===== config.mk =====
export PLATFORM = sky130hd
export DESIGN_NAME = ip_record_route_extractor
export DESIGN_NICKNAME = d
export VERILOG_FILES = /design/src/hdl/iprr_pkg.sv /design/src/hdl/iprr_front.sv /design/src/hdl/iprr_queue.sv /design/src/hdl/iprr_back.sv /design/src/hdl/ip_record_route_extractor.sv
export SDC_FILE = /design/constraint.sdc
export NUM_CORES = 1
export LEC_CHECK = 0
export BUFFER_PORTS_ARGS = -buffer_cell sky130_fd_sc_hd__buf_2
export CORE_UTILIZATION = 50
export CTS_CLUSTER_DIAMETER = 200
export DETAILED_ROUTE_END_ITERATION = 6
export PLACE_DENSITY = 0.7
export SLEW_MARGIN = 20
export SYNTH_ARGS = -nofsm -noshare
export SYNTH_HDL_FRONTEND = slang
export SYNTH_SLANG_ARGS = --single-unit

===== constraint.sdc =====
create_clock -name aclk -period 14 [get_ports aclk]
set_input_delay 3.5 -clock aclk [delete_from_list [all_inputs] [get_ports aclk]]
set_output_delay 3.5 -clock aclk [all_outputs]
set_load 0.05 [all_outputs]

===== src/hdl/iprr_pkg.sv =====
`timescale 1ns / 1ps
// shared types and constants of the record-route extractor
// no dependencies

package iprr_pkg;

    localparam int MAX_ROUTES  = 9;
    localparam int MAX_AREA    = 40;
    localparam int QUEUE_DEPTH = 4;

    localparam int AREA_W   = 6;
    localparam int ADDR_W   = 32;
    localparam int IDX_W    = 4;
    localparam int S_DATA_W = 16;
    localparam int S_USER_W = 2;
    localparam int M_DATA_W = 48;

    localparam logic [7:0] OPT_EOL = 8'd0;
    localparam logic [7:0] OPT_NOP = 8'd1;
    localparam logic [7:0] OPT_RR  = 8'd7;
    localparam logic [7:0] RR_MIN_OFFSET = 8'd4;

    // results of one accepted word, handed from parser to output stage
    typedef struct packed {
        logic              has_addr;
        logic              has_sum;
        logic [ADDR_W-1:0] addr;
        logic [IDX_W-1:0]  idx;
        logic [ADDR_W-1:0] wan;
        logic [IDX_W-1:0]  cnt;
        logic              ovf;
    } entry_t;

endpackage


===== src/hdl/iprr_front.sv =====
`timescale 1ns / 1ps
// option parser: takes one options byte per word and produces the results it causes
// depends on iprr_pkg

module iprr_front (
    input  logic                            aclk,
    input  logic                            aresetn,
    input  logic                            in_accept,
    input  logic [7:0]                      opt_byte,
    input  logic                            first,
    input  logic [iprr_pkg::AREA_W-1:0]     area_length,
    input  logic                            byte_valid,
    output logic                            push,
    output iprr_pkg::entry_t                entry
);

    typedef enum logic [2:0] {
        PH_KIND,
        PH_LEN,
        PH_PTR,
        PH_SKIP,
        PH_STOP
    } phase_t;

    localparam logic [iprr_pkg::AREA_W-1:0] AREA_MAX = iprr_pkg::AREA_W'(iprr_pkg::MAX_AREA);
    localparam logic [iprr_pkg::IDX_W-1:0]  ROUTE_MAX = iprr_pkg::IDX_W'(iprr_pkg::MAX_ROUTES);

    logic [iprr_pkg::AREA_W-1:0]  bytes_left_reg, bytes_left_next;
    phase_t                       phase_reg, phase_next;
    logic                         kind_rr_reg, kind_rr_next;
    logic [iprr_pkg::AREA_W-1:0]  opt_len_reg, opt_len_next;
    logic [iprr_pkg::AREA_W-1:0]  skip_left_reg, skip_left_next;
    logic [iprr_pkg::AREA_W-1:0]  cap_left_reg, cap_left_next;
    logic [iprr_pkg::ADDR_W-1:0]  shift_reg, shift_next;
    logic [1:0]                   byte_pos_reg, byte_pos_next;
    logic [iprr_pkg::IDX_W-1:0]   routes_reg, routes_next;
    logic                         ovf_reg, ovf_next;
    logic [iprr_pkg::ADDR_W-1:0]  wan_reg, wan_next;

    always_comb begin
        logic [7:0]                  ptr;
        logic [7:0]                  room;
        logic                        has_addr;
        logic                        has_sum;
        logic [iprr_pkg::ADDR_W-1:0] addr_out;
        logic [iprr_pkg::IDX_W-1:0]  idx_out;

        bytes_left_next = bytes_left_reg;
        phase_next      = phase_reg;
        kind_rr_next    = kind_rr_reg;
        opt_len_next    = opt_len_reg;
        skip_left_next  = skip_left_reg;
        cap_left_next   = cap_left_reg;
        shift_next      = shift_reg;
        byte_pos_next   = byte_pos_reg;
        routes_next     = routes_reg;
        ovf_next        = ovf_reg;
        wan_next        = wan_reg;
        ptr             = 8'd0;
        room            = 8'd0;
        has_addr        = 1'b0;
        has_sum         = 1'b0;
        addr_out        = '0;
        idx_out         = '0;

        // packet start clears per-packet state, entry 1 stays
        if (first) begin
            bytes_left_next = (area_length > AREA_MAX) ? AREA_MAX : area_length;
            phase_next      = PH_KIND;
            kind_rr_next    = 1'b0;
            opt_len_next    = '0;
            skip_left_next  = '0;
            cap_left_next   = '0;
            shift_next      = '0;
            byte_pos_next   = '0;
            routes_next     = '0;
            ovf_next        = 1'b0;
        end

        if (first && bytes_left_next == '0) begin
            has_sum = 1'b1;
        end else if (byte_valid && bytes_left_next != '0) begin
            // address capture runs ahead of parsing
            if (cap_left_next != '0) begin
                cap_left_next = cap_left_next - 1'b1;
                shift_next    = {shift_next[iprr_pkg::ADDR_W-9:0], opt_byte};
                if (byte_pos_next == 2'd3) begin
                    byte_pos_next = '0;
                    if (routes_next < ROUTE_MAX) begin
                        has_addr = 1'b1;
                        addr_out = shift_next;
                        idx_out  = routes_next;
                        if (routes_next == iprr_pkg::IDX_W'(1)) begin
                            wan_next = shift_next;
                        end
                        routes_next = routes_next + 1'b1;
                    end else begin
                        ovf_next = 1'b1;
                    end
                    shift_next = '0;
                end else begin
                    byte_pos_next = byte_pos_next + 1'b1;
                end
            end

            unique case (phase_next)
                PH_KIND: begin
                    if (opt_byte == iprr_pkg::OPT_EOL) begin
                        phase_next = PH_STOP;
                    end else if (opt_byte != iprr_pkg::OPT_NOP) begin
                        kind_rr_next = (opt_byte == iprr_pkg::OPT_RR);
                        phase_next   = PH_LEN;
                    end
                end
                PH_LEN: begin
                    room = {2'b00, bytes_left_next} + 8'd1;
                    if (opt_byte < 8'd2 || opt_byte > room) begin
                        phase_next = PH_STOP;
                    end else begin
                        opt_len_next = opt_byte[iprr_pkg::AREA_W-1:0];
                        if (opt_byte == 8'd2) begin
                            phase_next = PH_KIND;
                        end else if (kind_rr_next) begin
                            phase_next = PH_PTR;
                        end else begin
                            skip_left_next = opt_byte[iprr_pkg::AREA_W-1:0] - 6'd2;
                            phase_next     = PH_SKIP;
                        end
                    end
                end
                PH_PTR: begin
                    ptr = (opt_byte < {2'b00, opt_len_next}) ? opt_byte : {2'b00, opt_len_next};
                    if (ptr > iprr_pkg::RR_MIN_OFFSET) begin
                        ptr           = ptr - iprr_pkg::RR_MIN_OFFSET + 8'd3;
                        cap_left_next = {ptr[iprr_pkg::AREA_W-1:2], 2'b00};
                        byte_pos_next = '0;
                        shift_next    = '0;
                    end
                    skip_left_next = opt_len_next - 6'd3;
                    phase_next     = (skip_left_next != '0) ? PH_SKIP : PH_KIND;
                end
                PH_SKIP: begin
                    if (skip_left_next != '0) begin
                        skip_left_next = skip_left_next - 1'b1;
                    end
                    if (skip_left_next == '0) begin
                        phase_next = PH_KIND;
                    end
                end
                PH_STOP: begin
                end
                default: begin
                end
            endcase

            bytes_left_next = bytes_left_next - 1'b1;
            if (bytes_left_next == '0) begin
                cap_left_next = '0;
                byte_pos_next = '0;
                shift_next    = '0;
                has_sum       = 1'b1;
            end
        end

        push           = in_accept && (has_addr || has_sum);
        entry.has_addr = has_addr;
        entry.has_sum  = has_sum;
        entry.addr     = addr_out;
        entry.idx      = idx_out;
        entry.wan      = wan_next;
        entry.cnt      = routes_next;
        entry.ovf      = ovf_next;
    end

    always_ff @(posedge aclk) begin
        if (!aresetn) begin
            bytes_left_reg <= '0;
            phase_reg      <= PH_KIND;
            kind_rr_reg    <= 1'b0;
            opt_len_reg    <= '0;
            skip_left_reg  <= '0;
            cap_left_reg   <= '0;
            shift_reg      <= '0;
            byte_pos_reg   <= '0;
            routes_reg     <= '0;
            ovf_reg        <= 1'b0;
            wan_reg        <= '0;
        end else if (in_accept) begin
            bytes_left_reg <= bytes_left_next;
            phase_reg      <= phase_next;
            kind_rr_reg    <= kind_rr_next;
            opt_len_reg    <= opt_len_next;
            skip_left_reg  <= skip_left_next;
            cap_left_reg   <= cap_left_next;
            shift_reg      <= shift_next;
            byte_pos_reg   <= byte_pos_next;
            routes_reg     <= routes_next;
            ovf_reg        <= ovf_next;
            wan_reg        <= wan_next;
        end
    end

endmodule


===== src/hdl/iprr_queue.sv =====
`timescale 1ns / 1ps
// short fifo of result entries between parser and output stage
// depends on iprr_pkg

module iprr_queue #(
    parameter int DEPTH = iprr_pkg::QUEUE_DEPTH
) (
    input  logic             aclk,
    input  logic             aresetn,
    input  logic             push,
    input  iprr_pkg::entry_t wr_entry,
    input  logic             pop,
    output iprr_pkg::entry_t rd_entry,
    output logic             empty,
    output logic             full
);

    localparam int PTR_W = (DEPTH > 1) ? $clog2(DEPTH) : 1;
    localparam int CNT_W = $clog2(DEPTH + 1);
    localparam logic [PTR_W-1:0] PTR_LAST = PTR_W'(DEPTH - 1);
    localparam logic [CNT_W-1:0] CNT_FULL = CNT_W'(DEPTH);

    iprr_pkg::entry_t mem_reg [DEPTH];
    logic [PTR_W-1:0] wr_ptr_reg, wr_ptr_next;
    logic [PTR_W-1:0] rd_ptr_reg, rd_ptr_next;
    logic [CNT_W-1:0] count_reg, count_next;
    logic             do_push;
    logic             do_pop;

    assign empty    = (count_reg == '0);
    assign full     = (count_reg == CNT_FULL);
    assign do_push  = push && !full;
    assign do_pop   = pop && !empty;
    assign rd_entry = mem_reg[rd_ptr_reg];

    always_comb begin
        wr_ptr_next = wr_ptr_reg;
        rd_ptr_next = rd_ptr_reg;
        count_next  = count_reg;
        if (do_push) begin
            wr_ptr_next = (wr_ptr_reg == PTR_LAST) ? '0 : wr_ptr_reg + 1'b1;
        end
        if (do_pop) begin
            rd_ptr_next = (rd_ptr_reg == PTR_LAST) ? '0 : rd_ptr_reg + 1'b1;
        end
        if (do_push && !do_pop) begin
            count_next = count_reg + 1'b1;
        end else if (do_pop && !do_push) begin
            count_next = count_reg - 1'b1;
        end
    end

    always_ff @(posedge aclk) begin
        if (do_push) begin
            mem_reg[wr_ptr_reg] <= wr_entry;
        end
    end

    always_ff @(posedge aclk) begin
        if (!aresetn) begin
            wr_ptr_reg <= '0;
            rd_ptr_reg <= '0;
            count_reg  <= '0;
        end else begin
            wr_ptr_reg <= wr_ptr_next;
            rd_ptr_reg <= rd_ptr_next;
            count_reg  <= count_next;
        end
    end

endmodule


===== src/hdl/iprr_back.sv =====
`timescale 1ns / 1ps
// output stage: turns queue entries into result words, address before summary
// depends on iprr_pkg

module iprr_back (
    input  logic                            aclk,
    input  logic                            aresetn,
    input  iprr_pkg::entry_t                rd_entry,
    input  logic                            empty,
    output logic                            pop,
    output logic                            m_axis_tvalid,
    input  logic                            m_axis_tready,
    output logic [iprr_pkg::M_DATA_W-1:0]   m_axis_tdata,
    output logic                            m_axis_tlast
);

    localparam int PAD_W = iprr_pkg::M_DATA_W - iprr_pkg::ADDR_W - 2 * iprr_pkg::IDX_W - 1;

    logic                           valid_reg, valid_next;
    logic [iprr_pkg::M_DATA_W-1:0]  data_reg, data_next;
    logic                           last_reg, last_next;
    logic                           pend_reg, pend_next;
    logic [iprr_pkg::ADDR_W-1:0]    sum_wan_reg, sum_wan_next;
    logic [iprr_pkg::IDX_W-1:0]     sum_cnt_reg, sum_cnt_next;
    logic                           sum_ovf_reg, sum_ovf_next;
    logic                           out_free;

    assign out_free = !valid_reg || m_axis_tready;
    assign pop      = out_free && !pend_reg && !empty;

    always_comb begin
        valid_next   = valid_reg;
        data_next    = data_reg;
        last_next    = last_reg;
        pend_next    = pend_reg;
        sum_wan_next = sum_wan_reg;
        sum_cnt_next = sum_cnt_reg;
        sum_ovf_next = sum_ovf_reg;
        if (out_free) begin
            priority if (pend_reg) begin
                valid_next = 1'b1;
                last_next  = 1'b1;
                data_next  = {PAD_W'(0), sum_ovf_reg, sum_cnt_reg,
                              iprr_pkg::IDX_W'(0), sum_wan_reg};
                pend_next  = 1'b0;
            end else if (!empty) begin
                valid_next   = 1'b1;
                sum_wan_next = rd_entry.wan;
                sum_cnt_next = rd_entry.cnt;
                sum_ovf_next = rd_entry.ovf;
                if (rd_entry.has_addr) begin
                    last_next = 1'b0;
                    data_next = {PAD_W'(0), rd_entry.ovf, rd_entry.cnt,
                                 rd_entry.idx, rd_entry.addr};
                    pend_next = rd_entry.has_sum;
                end else begin
                    last_next = 1'b1;
                    data_next = {PAD_W'(0), rd_entry.ovf, rd_entry.cnt,
                                 iprr_pkg::IDX_W'(0), rd_entry.wan};
                end
            end else begin
                valid_next = 1'b0;
            end
        end
    end

    always_ff @(posedge aclk) begin
        if (!aresetn) begin
            valid_reg <= 1'b0;
            pend_reg  <= 1'b0;
        end else begin
            valid_reg <= valid_next;
            pend_reg  <= pend_next;
        end
        data_reg    <= data_next;
        last_reg    <= last_next;
        sum_wan_reg <= sum_wan_next;
        sum_cnt_reg <= sum_cnt_next;
        sum_ovf_reg <= sum_ovf_next;
    end

    assign m_axis_tvalid = valid_reg;
    assign m_axis_tdata  = data_reg;
    assign m_axis_tlast  = last_reg;

endmodule


===== src/hdl/ip_record_route_extractor.sv =====
`timescale 1ns / 1ps
// Record-route extractor for the IPv4 options area.
// Input stream: one options byte per word. A word with tuser[0] (first) set starts a
// packet and carries the area length; tuser[1] (byte_valid) says the byte is part of
// the area. A zero length gives only the summary word.
// Output stream: one word per captured address (tlast low) and one summary word at
// the end of the area (tlast high) with the route count and the kept entry 1.
// Throughput: one input word per cycle while s_axis_tready is high; the parser finishes each word in the cycle
// it is accepted. A word causes at most two output words, which leave one per cycle while m_axis_tready is high.
// An entry passes through the queue and then the output register before its output word appears.
// A four-entry queue sits between the parser and the output register; s_axis_tready
// drops only while that queue is full, so a stalled receiver backs up into the
// queue first and then into the input.
// Reset: synchronous, aresetn low clears parse state, the kept entry, the queue and
// the output valid. Addresses beyond the route table are dropped and flagged.
// Depends on iprr_pkg, iprr_front, iprr_queue, iprr_back.

module ip_record_route_extractor #(
    parameter int QUEUE_DEPTH = iprr_pkg::QUEUE_DEPTH
) (
    input  logic                            aclk,
    input  logic                            aresetn,
    input  logic                            s_axis_tvalid,
    output logic                            s_axis_tready,
    input  logic [iprr_pkg::S_DATA_W-1:0]   s_axis_tdata,   // opt_byte, area_length
    input  logic [iprr_pkg::S_USER_W-1:0]   s_axis_tuser,   // first, byte_valid
    output logic                            m_axis_tvalid,
    input  logic                            m_axis_tready,
    output logic [iprr_pkg::M_DATA_W-1:0]   m_axis_tdata,   // address, route_index, route_count, overflow
    output logic                            m_axis_tlast    // is_summary
);

    logic             in_accept;
    logic             push;
    logic             pop;
    logic             empty;
    logic             full;
    iprr_pkg::entry_t wr_entry;
    iprr_pkg::entry_t rd_entry;

    assign s_axis_tready = !full;
    assign in_accept     = s_axis_tvalid && s_axis_tready;

    iprr_front u_front (
        .aclk        (aclk),
        .aresetn     (aresetn),
        .in_accept   (in_accept),
        .opt_byte    (s_axis_tdata[7:0]),
        .first       (s_axis_tuser[0]),
        .area_length (s_axis_tdata[8 +: iprr_pkg::AREA_W]),
        .byte_valid  (s_axis_tuser[1]),
        .push        (push),
        .entry       (wr_entry)
    );

    iprr_queue #(
        .DEPTH (QUEUE_DEPTH)
    ) u_queue (
        .aclk     (aclk),
        .aresetn  (aresetn),
        .push     (push),
        .wr_entry (wr_entry),
        .pop      (pop),
        .rd_entry (rd_entry),
        .empty    (empty),
        .full     (full)
    );

    iprr_back u_back (
        .aclk          (aclk),
        .aresetn       (aresetn),
        .rd_entry      (rd_entry),
        .empty         (empty),
        .pop           (pop),
        .m_axis_tvalid (m_axis_tvalid),
        .m_axis_tready (m_axis_tready),
        .m_axis_tdata  (m_axis_tdata),
        .m_axis_tlast  (m_axis_tlast)
    );

endmodule


# Word level (Yosys, flattened, before mapping)
# Memories as Yosys holds them, arrays and structs flattened. A register that Yosys moved wholly into a read port is not among the register bits.
# Index checks and enable logic that the tools add are counted.
# W data, S select, Z words.
# op_classes
n_reduce_logical	32
n_eq_ne	12
n_mux	115
n_addsub	14
bitwise_logic	2
magnitude_cmp	6
# op_table
cell	count
$mux W32	19
$mux W6	26
$mux W48	1
$mux W4	11
$mux W41	1
$mux W36	1
$mux W1	30
$mux W3	10
$mux W2	13
$reduce_bool A6 Y1	4
$logic_not A6 Y1	3
$pmux W6 S3	1
$sub A6 B1 Y6 const B	3
$pmux W3 S4	1
$sub A6 B2 Y6 const B	2
$logic_and A1 B1 Y1	10
$eq A8 B2 Y1 const B	1
$eq A8 B3 Y1 const B	1
$gt A8 B3 Y1 const B	1
$gt A8 B8 Y1	1
$logic_not A8 Y1	1
$lt A8 B2 Y1 const B	1
$lt A8 B6 Y1	1
$mux W8	1
23 further kinds	37
# word_totals
regBits	194
n_memories	1
input_bits	22
mem_bits_rw	300
out_inout_bits	51
# mem_list
memory	depth	word_bits	read_ports	rd_ports_with_merged_regs	wr	line_no	source
u_queue.mem_reg	4	75	1	1	1	iprr_queue.sv:23	iprr_pkg::entry_t mem_reg [DEPTH];

# Logic depth before layout (Yosys ltp)
# Gate-level depths: netlist of run 1.
# depth
depth_word	15
mapped_depth	20
mapped_depth_nobuf	17

# Hierarchy
# From an unflattened synthesis of run 1, not the netlist that was laid out.
# unflattened
hier_cells	1465
hier_area_um2	20753.7
# modules_own_cells
module	cells_per_inst	n_inst	area_each_um2	seq_area_each_um2
iprr_queue	442	1	11293.3	9188.8
iprr_front	802	1	6074.6	1821.7
iprr_back	219	1	3375.7	2412.3
ip_record_route_extractor	2	1	10.0	0.0

# Worst setup path before layout of run 1
# Ideal clock, no wire load.
# synth_path
path_kind	in2reg
start	in s_axis_tuser[0] (netlist bit)
end	mem u_queue.mem_reg[0][0] (netlist bit), enable pin
path_buffers	6
cell_stages	15
arrival_time_ns	7.723
path_slack_ns	5.835
cell_sequence	buf_6 -> buf_6 -> inv_2 -> clkbuf_1 -> clkbuf_1 -> clkbuf_1 -> nand2_1 -> ha_1 -> o21a_1 -> a2111oi_4 -> nand2_1 -> inv_1 -> o21a_1 -> buf_2 -> and2_1
# synth_between
elab_chain_len	12
word_cells_on_any_way	26
cone_classes	add/sub: 1; order compare: 1; eq/ne: 1; mux: 14; reduce/logical: 9
# synth_rtl
item	line_no	source
from (decl)	ip_record_route_extractor.sv:26	input logic [iprr_pkg::S_USER_W-1:0] s_axis_tuser,
parallel branches: the longest is 7 deep, another holds $sub A6 B1 Y6	--	
$logic_or A1 B1 Y1 *	iprr_front.sv:165	push = in_accept && (has_addr || has_sum);
$logic_and A1 B1 Y1 *	iprr_front.sv:165	
$logic_and A1 B1 Y1 *	iprr_queue.sv:32	assign do_push = push && !full;
named net u_queue.do_push	iprr_queue.sv:27	logic do_push;
$mux W1 *	iprr_queue.sv:54	if (do_push) begin
$mux W1 (not written as such) *	iprr_queue.sv:55	mem_reg[wr_ptr_reg] <= wr_entry;
to (decl)	iprr_queue.sv:23	
# Mark *: on every way through the listed nets, which the timed path passes.

==> results of run 1 <==
[area by class of cell]
| class | count | share of cell area |
|---|---|---|
| clock buffers | 65 | 0.0598 |
| clock inverters | 23 | 0.00635 |
| inverters | 34 | 0.00554 |
| multi-input cells | 874 | 0.297 |
| flip-flops and latches | 481 | 0.583 |
| well taps | 532 | 0.0289 |
| repair buffers | 82 | 0.0199 |
[through the flow]
stage,hold slack (ns),area [µm²],total power [mW],setup WS [ns],util
after floorplan,0.432,20800,2.63,5.84,-
after global placement,0.439,21500,2.86,5.64,0.526
after detailed placement,0.446,21500,2.88,5.57,0.526
after CTS,0.454,23000,4.10,6.14,0.563
after global routing,0.473,23000,4.23,5.90,0.563
final,0.452,23000,4.06,6.17,0.563
[cells in the mapped netlist (30+ instances only)]
| cell type | number | share of area |
|---|---|---|
| ha_1 | 32 | 0.019 |
| inv_1 | 31 | 0.0056 |
| clkbuf_1 | 58 | 0.010 |
| dfxtp_1 | 102 | 0.098 |
| nand2_1 | 180 | 0.033 |
| mux4_2 | 75 | 0.081 |
| a21boi_1 | 30 | 0.011 |
| mux2i_1 | 45 | 0.022 |
| nor2_1 | 49 | 0.0089 |
| edfxtp_1 | 379 | 0.55 |
| o21ai_0 | 92 | 0.022 |
| nand3_1 | 38 | 0.0092 |
[worst paths after layout]
kind | start | end | slack [ns] | cells past startpoint
setup / recovery | s_axis_tuser[0] | u_queue.mem_reg[2][51] | 6.17 | 14
hold / removal | u_front.wan_reg[12] | u_front.wan_reg[12] | 0.45 | 2
setup reg to reg | u_front.cap_left_reg[0] | u_queue.mem_reg[2][51] | 9.64 | 11
hold reg to reg | u_front.wan_reg[12] | u_front.wan_reg[12] | 0.45 | 2
[layer usage]
metal  track usage  share of wire  vias up
met5             0              0        -
met1         0.283           0.43     6217
met2         0.364           0.50      339
met4        0.0591          0.023        0
met3        0.0322          0.051       76
li1              -              -     5701
[kinds of logic after synthesis]
group | after synthesis | share of synthesized area
xor gates and xnor gates | 28 | 0.0118
AOI/OAI and AO/OA | 267 | 0.0902
DFF | 481 | 0.646
adders and majority gates | 33 | 0.0202
muxes | 131 | 0.109
buffers and inverters | 129 | 0.0275
and+or+nand+nor | 408 | 0.0952
other | 1 | 0.000180
[worst max-delay path, stage by stage]
cell and delay (ns):
buf_2 0.10, buf_4 0.29, inv_2 0.29, buf_4 0.66, a21oi_1 0.18, a22oi_1 0.41
ha_1 0.22, inv_1 0.05, or2_1 0.24, a21oi_1 0.19, a31o_2 0.26, o21a_1 0.30
and2_4 0.50, buf_4 0.70
[power by group through the flow]
| stage | registers [mW] | clock network (mW) | logic (mW) |
|---|---|---|---|
| 2_1_floorplan | 2.06 | 0 | 0.568 |
| 3_3_place_gp | 1.87 | 0 | 0.993 |
| 3_5_place_dp | 1.87 | 0 | 1.01 |
| 4_1_cts | 1.84 | 1.25 | 1.01 |
| 5_1_grt | 1.86 | 1.31 | 1.06 |
| 6_report | 1.84 | 1.23 | 0.990 |
==> results.md, run 1 <==
* Syn Area/Cell at 14.1 µm²
* Final #Nets at 1576
* Layout area overhead at 10.9%
* Hold Crit Class: flop to flop
* Max_cap viols at 0
* RSZ-0062 raised after global routing: false
* Ys flop type: edfxtp_1
* Fraction of layout cells with a size suffix above 1 at 0.176
* Combinational Power Share at 0.244
* Area of the mapped netlist at 20800 µm²
* Placed Instances at 2003
* Clk sink count at 481
* Pins Over Slew Limit at 0
* Synth Register Bits at 481
* Seq pwr share at 0.452
* Largest net degree at the start of global routing at 73
* Post-layout min period at 7.83 ns
* Clock skew at 0.0203 ns
* Most common cell after layout, fill and taps aside: edfxtp_1
* Top fanout value on the critical path at 71
* I/O Buffers at 63
* Clock share of power at 0.304
* Final setup fails at 0
* Outcome: finished clean
* Cts hold-fix bufs at 0
* Fmax at 128 MHz
* Worst Setup End Kind: flop
* Post-synth EDFFs at 379
* Worst EP required at 14.17 ns
* Wire per inst at 21.0 µm
* Setup TNS at 0 ns
* Net load switching power at 1.25 mW
* Share of flip-flops with an asynchronous set or reset at 0
* Rows at 74
* Core area at 40900 µm²
* Ys Warns at 0
* Library cells used by synthesis at 83
* Area occupied by multi-input gates at 6840 µm²
* Worst-Skew Late Latency at 0.55 ns
* Sequential cell area at 13400 µm²
* Avg Vias per Cell at 5.90
* Initial antenna violation count at 0
* Grt total ovfl at 0
* N_diodes at 0
* Detailed Place HPWL at 25.9 mm
* Seq/Total Area, Yosys at 0.646
* Non-filler cells in the finished layout at 2091
* # IOs at 73
* Fin crit share at 0.559
* CTS clk-pin slew, worst paths at 0.06 ns
* Maximum buffer depth of the clock tree at 3
* Residual DRC count at 0
* Slew @ Worst Pin at 1.08 ns
* Vias at 12300
* Clock root buffer: clkbuf_16
* Htree depth at 2
* Final Hold Viols at 0
* Die Ht at 206 µm
* P_leak at 7.82 nW
* Sw frac at 0.307
* Via count of the first global-routing pass at 12200
* Crit Path Category: input pin to flop
* Worst ir drop on vdd at 126 µV
* TritonCTS Buffers at 48
* Total track usage at 0.213
* Starting DRT DRC Count at 948
* First-pass GRT wire length at 68.9 mm
* Relative slew slack at 0.278
* Setup crit start kind: input pin
* Wirelength, routed at 44.0 mm
* Critical Path AT at 8.00 ns
* CTS tree: built
* DRT antenna net count at 0
* DIE AREA at 42400 µm²
* PwrDens at 176 nW/µm²
* TritonRoute pass-1 iters at 5
* Power Internal at 2.81 mW
* Mapped Cells at 1478
* RePlAce Congestion at 0.805
* Setup bufs post-CTS at 0
* Largest register FFs at 300
* Most frequent cells in the layout: edfxtp_1 (379), nand2_1 (180), dfxtp_1 (99)
* Post_cts resized at 0
* Layout fillers at 3250
* Initial Util at 0.508
* Die Width at 206 µm
No activity file was read; power rests on OpenSTA's default activity.
==> run 2, diff against run 1 <==
- clock period: 14 -> 8.2 ns (I/O delays scaled with it)
==> results.md, run 2 (synthesis gave the netlist of run 1 again) <==
* Outcome: finished clean
* Core area at 40900 µm²
* Rows at 74
* Worst Setup End Kind: flop
* TritonRoute pass-1 iters at 6
* Die Ht at 206 µm
* P_leak at 7.84 nW
* TritonCTS Buffers at 48
* Crit Path Category: input pin to flop
* RePlAce Congestion at 0.829
* Final #Nets at 1576
* Layout fillers at 3253
* Detailed Place HPWL at 26.0 mm
* Max_cap viols at 0
* Grt total ovfl at 0
* Top fanout value on the critical path at 57
* Most common cell after layout, fill and taps aside: edfxtp_1
* Net load switching power at 2.17 mW
* Combinational Power Share at 0.242
* Setup crit start kind: input pin
* Power Internal at 4.87 mW
* Clock skew at 0.0120 ns
* Initial Util at 0.508
* Avg Vias per Cell at 5.93
* Area occupied by multi-input gates at 6840 µm²
* Overall power at 7.05 mW
* Relative slew slack at 0.277
* Via count of the first global-routing pass at 12300
* CTS clk-pin slew, worst paths at 0.06 ns
* Placed Instances at 2003
* # IOs at 73
* Setup bufs post-CTS at 0
* Final setup fails at 0
* Hold Crit Class: flop to flop
* Maximum buffer depth of the clock tree at 3
* CTS tree: built
* Largest net degree at the start of global routing at 73
* Htree depth at 2
* Final Hold Viols at 0
* Clock share of power at 0.313
* Worst EP required at 8.67 ns
* I/O Buffers at 63
* N_diodes at 0
* First-pass GRT wire length at 68.7 mm
* DIE AREA at 42400 µm²
* Design Area, Final at 23100 µm²
* Layout area overhead at 11.3%
* Post-layout min period at 5.54 ns
* Critical Path AT at 6.01 ns
* Slew @ Worst Pin at 1.08 ns
* Fin crit share at 0.675
* Cts hold-fix bufs at 0
* Most frequent cells in the layout: edfxtp_1 (379), nand2_1 (180), dfxtp_1 (99)
* Wirelength, routed at 44.2 mm
* Residual DRC count at 0
* Post_cts resized at 0
* Sw frac at 0.308
* DP Area at 21500 µm²
* Largest register FFs at 300
* Starting DRT DRC Count at 843
* Fraction of layout cells with a size suffix above 1 at 0.174
* Setup TNS at 0 ns
* Worst-Skew Late Latency at 0.59 ns
* Vias at 12400
* Non-filler cells in the finished layout at 2091
* Total track usage at 0.214
* Die Width at 206 µm
* Worst ir drop on vdd at 187 µV
* Fmax at 181 MHz
* RSZ-0062 raised after global routing: false
* Seq pwr share at 0.445
* Pins Over Slew Limit at 0
* Initial antenna violation count at 0
* Clk sink count at 481
* DRT antenna net count at 0
* Wire per inst at 21.2 µm
* PwrDens at 305 nW/µm²
* Clock root buffer: clkbuf_16
* Sequential cell area at 13400 µm²
* Hold slack final at 0.452 ns
## run 2: cell count changes in the layout (fill, tap and decap cells not counted), sizes merged
cell / before / now
clkbuf: 65 / 70
clkinv: 22 / 10
inv: 32 / 37
bufinv: 1 / 3
## run 2: critical path: stages
cell and delay [ns]:
buf_2 0.11, buf_4 0.49, mux2i_1 0.17, nor2b_1 0.54
inv_1 0.17, nor2_1 0.22, nand3_1 0.13, xnor2_1 0.15
ha_1 0.31, a21o_1 0.16, a211oi_1 0.31, a21oi_1 0.19
nor4b_4 0.63, mux2i_1 0.16, a22o_1 0.22
## run 2: power by group through the flow
stage | registers (mW) | clock network [mW] | logic [mW]
global route | 3.17 | 2.33 | 1.83
CTS | 3.14 | 2.25 | 1.74
finish | 3.13 | 2.21 | 1.71
detailed placement | 3.19 | 0 | 1.73
global placement | 3.18 | 0 | 1.70
floorplan | 3.52 | 0 | 0.970
## run 2: layer usage
| layer | part of all wire | vias up | GRT usage |
|---|---|---|---|
| met5 | 0 | - | 0 |
| met4 | 0.026 | 0 | 0.0733 |
| met3 | 0.053 | 83 | 0.0405 |
| met2 | 0.50 | 343 | 0.364 |
| met1 | 0.42 | 6256 | 0.275 |
| li1 | - | 5709 | - |
## run 2: worst paths after layout
| kind | start | endpoint | slack, ns | cells after the start |
|---|---|---|---|---|
| hold reg to reg | u_front.wan_reg[14] | u_front.wan_reg[14] | 0.45 | 2 |
| setup / recovery | s_axis_tuser[0] | u_front.opt_len_reg[1] | 2.66 | 15 |
| setup reg to reg | u_front.cap_left_reg[0] | u_queue.mem_reg[3][17] | 4.31 | 11 |
| hold / removal | u_front.wan_reg[14] | u_front.wan_reg[14] | 0.45 | 2 |
## run 2: area by class of cell
| type | count | area share |
|---|---|---|
| timing repair buffer | 82 | 0.0198 |
| tap | 532 | 0.0288 |
| sequential | 481 | 0.581 |
| clock buffer | 70 | 0.0600 |
| multi-input combinational | 874 | 0.296 |
| clock inverter | 18 | 0.00904 |
| inverter | 34 | 0.00552 |
## run 2: per-stage QoR
step,utilization,worst slack (ns)
6_report,0.565,2.66
5_1_grt,0.565,2.46
4_1_cts,0.565,2.70
3_5_place_dp,0.526,2.11
3_3_place_gp,0.526,2.10
2_1_floorplan,-,1.49
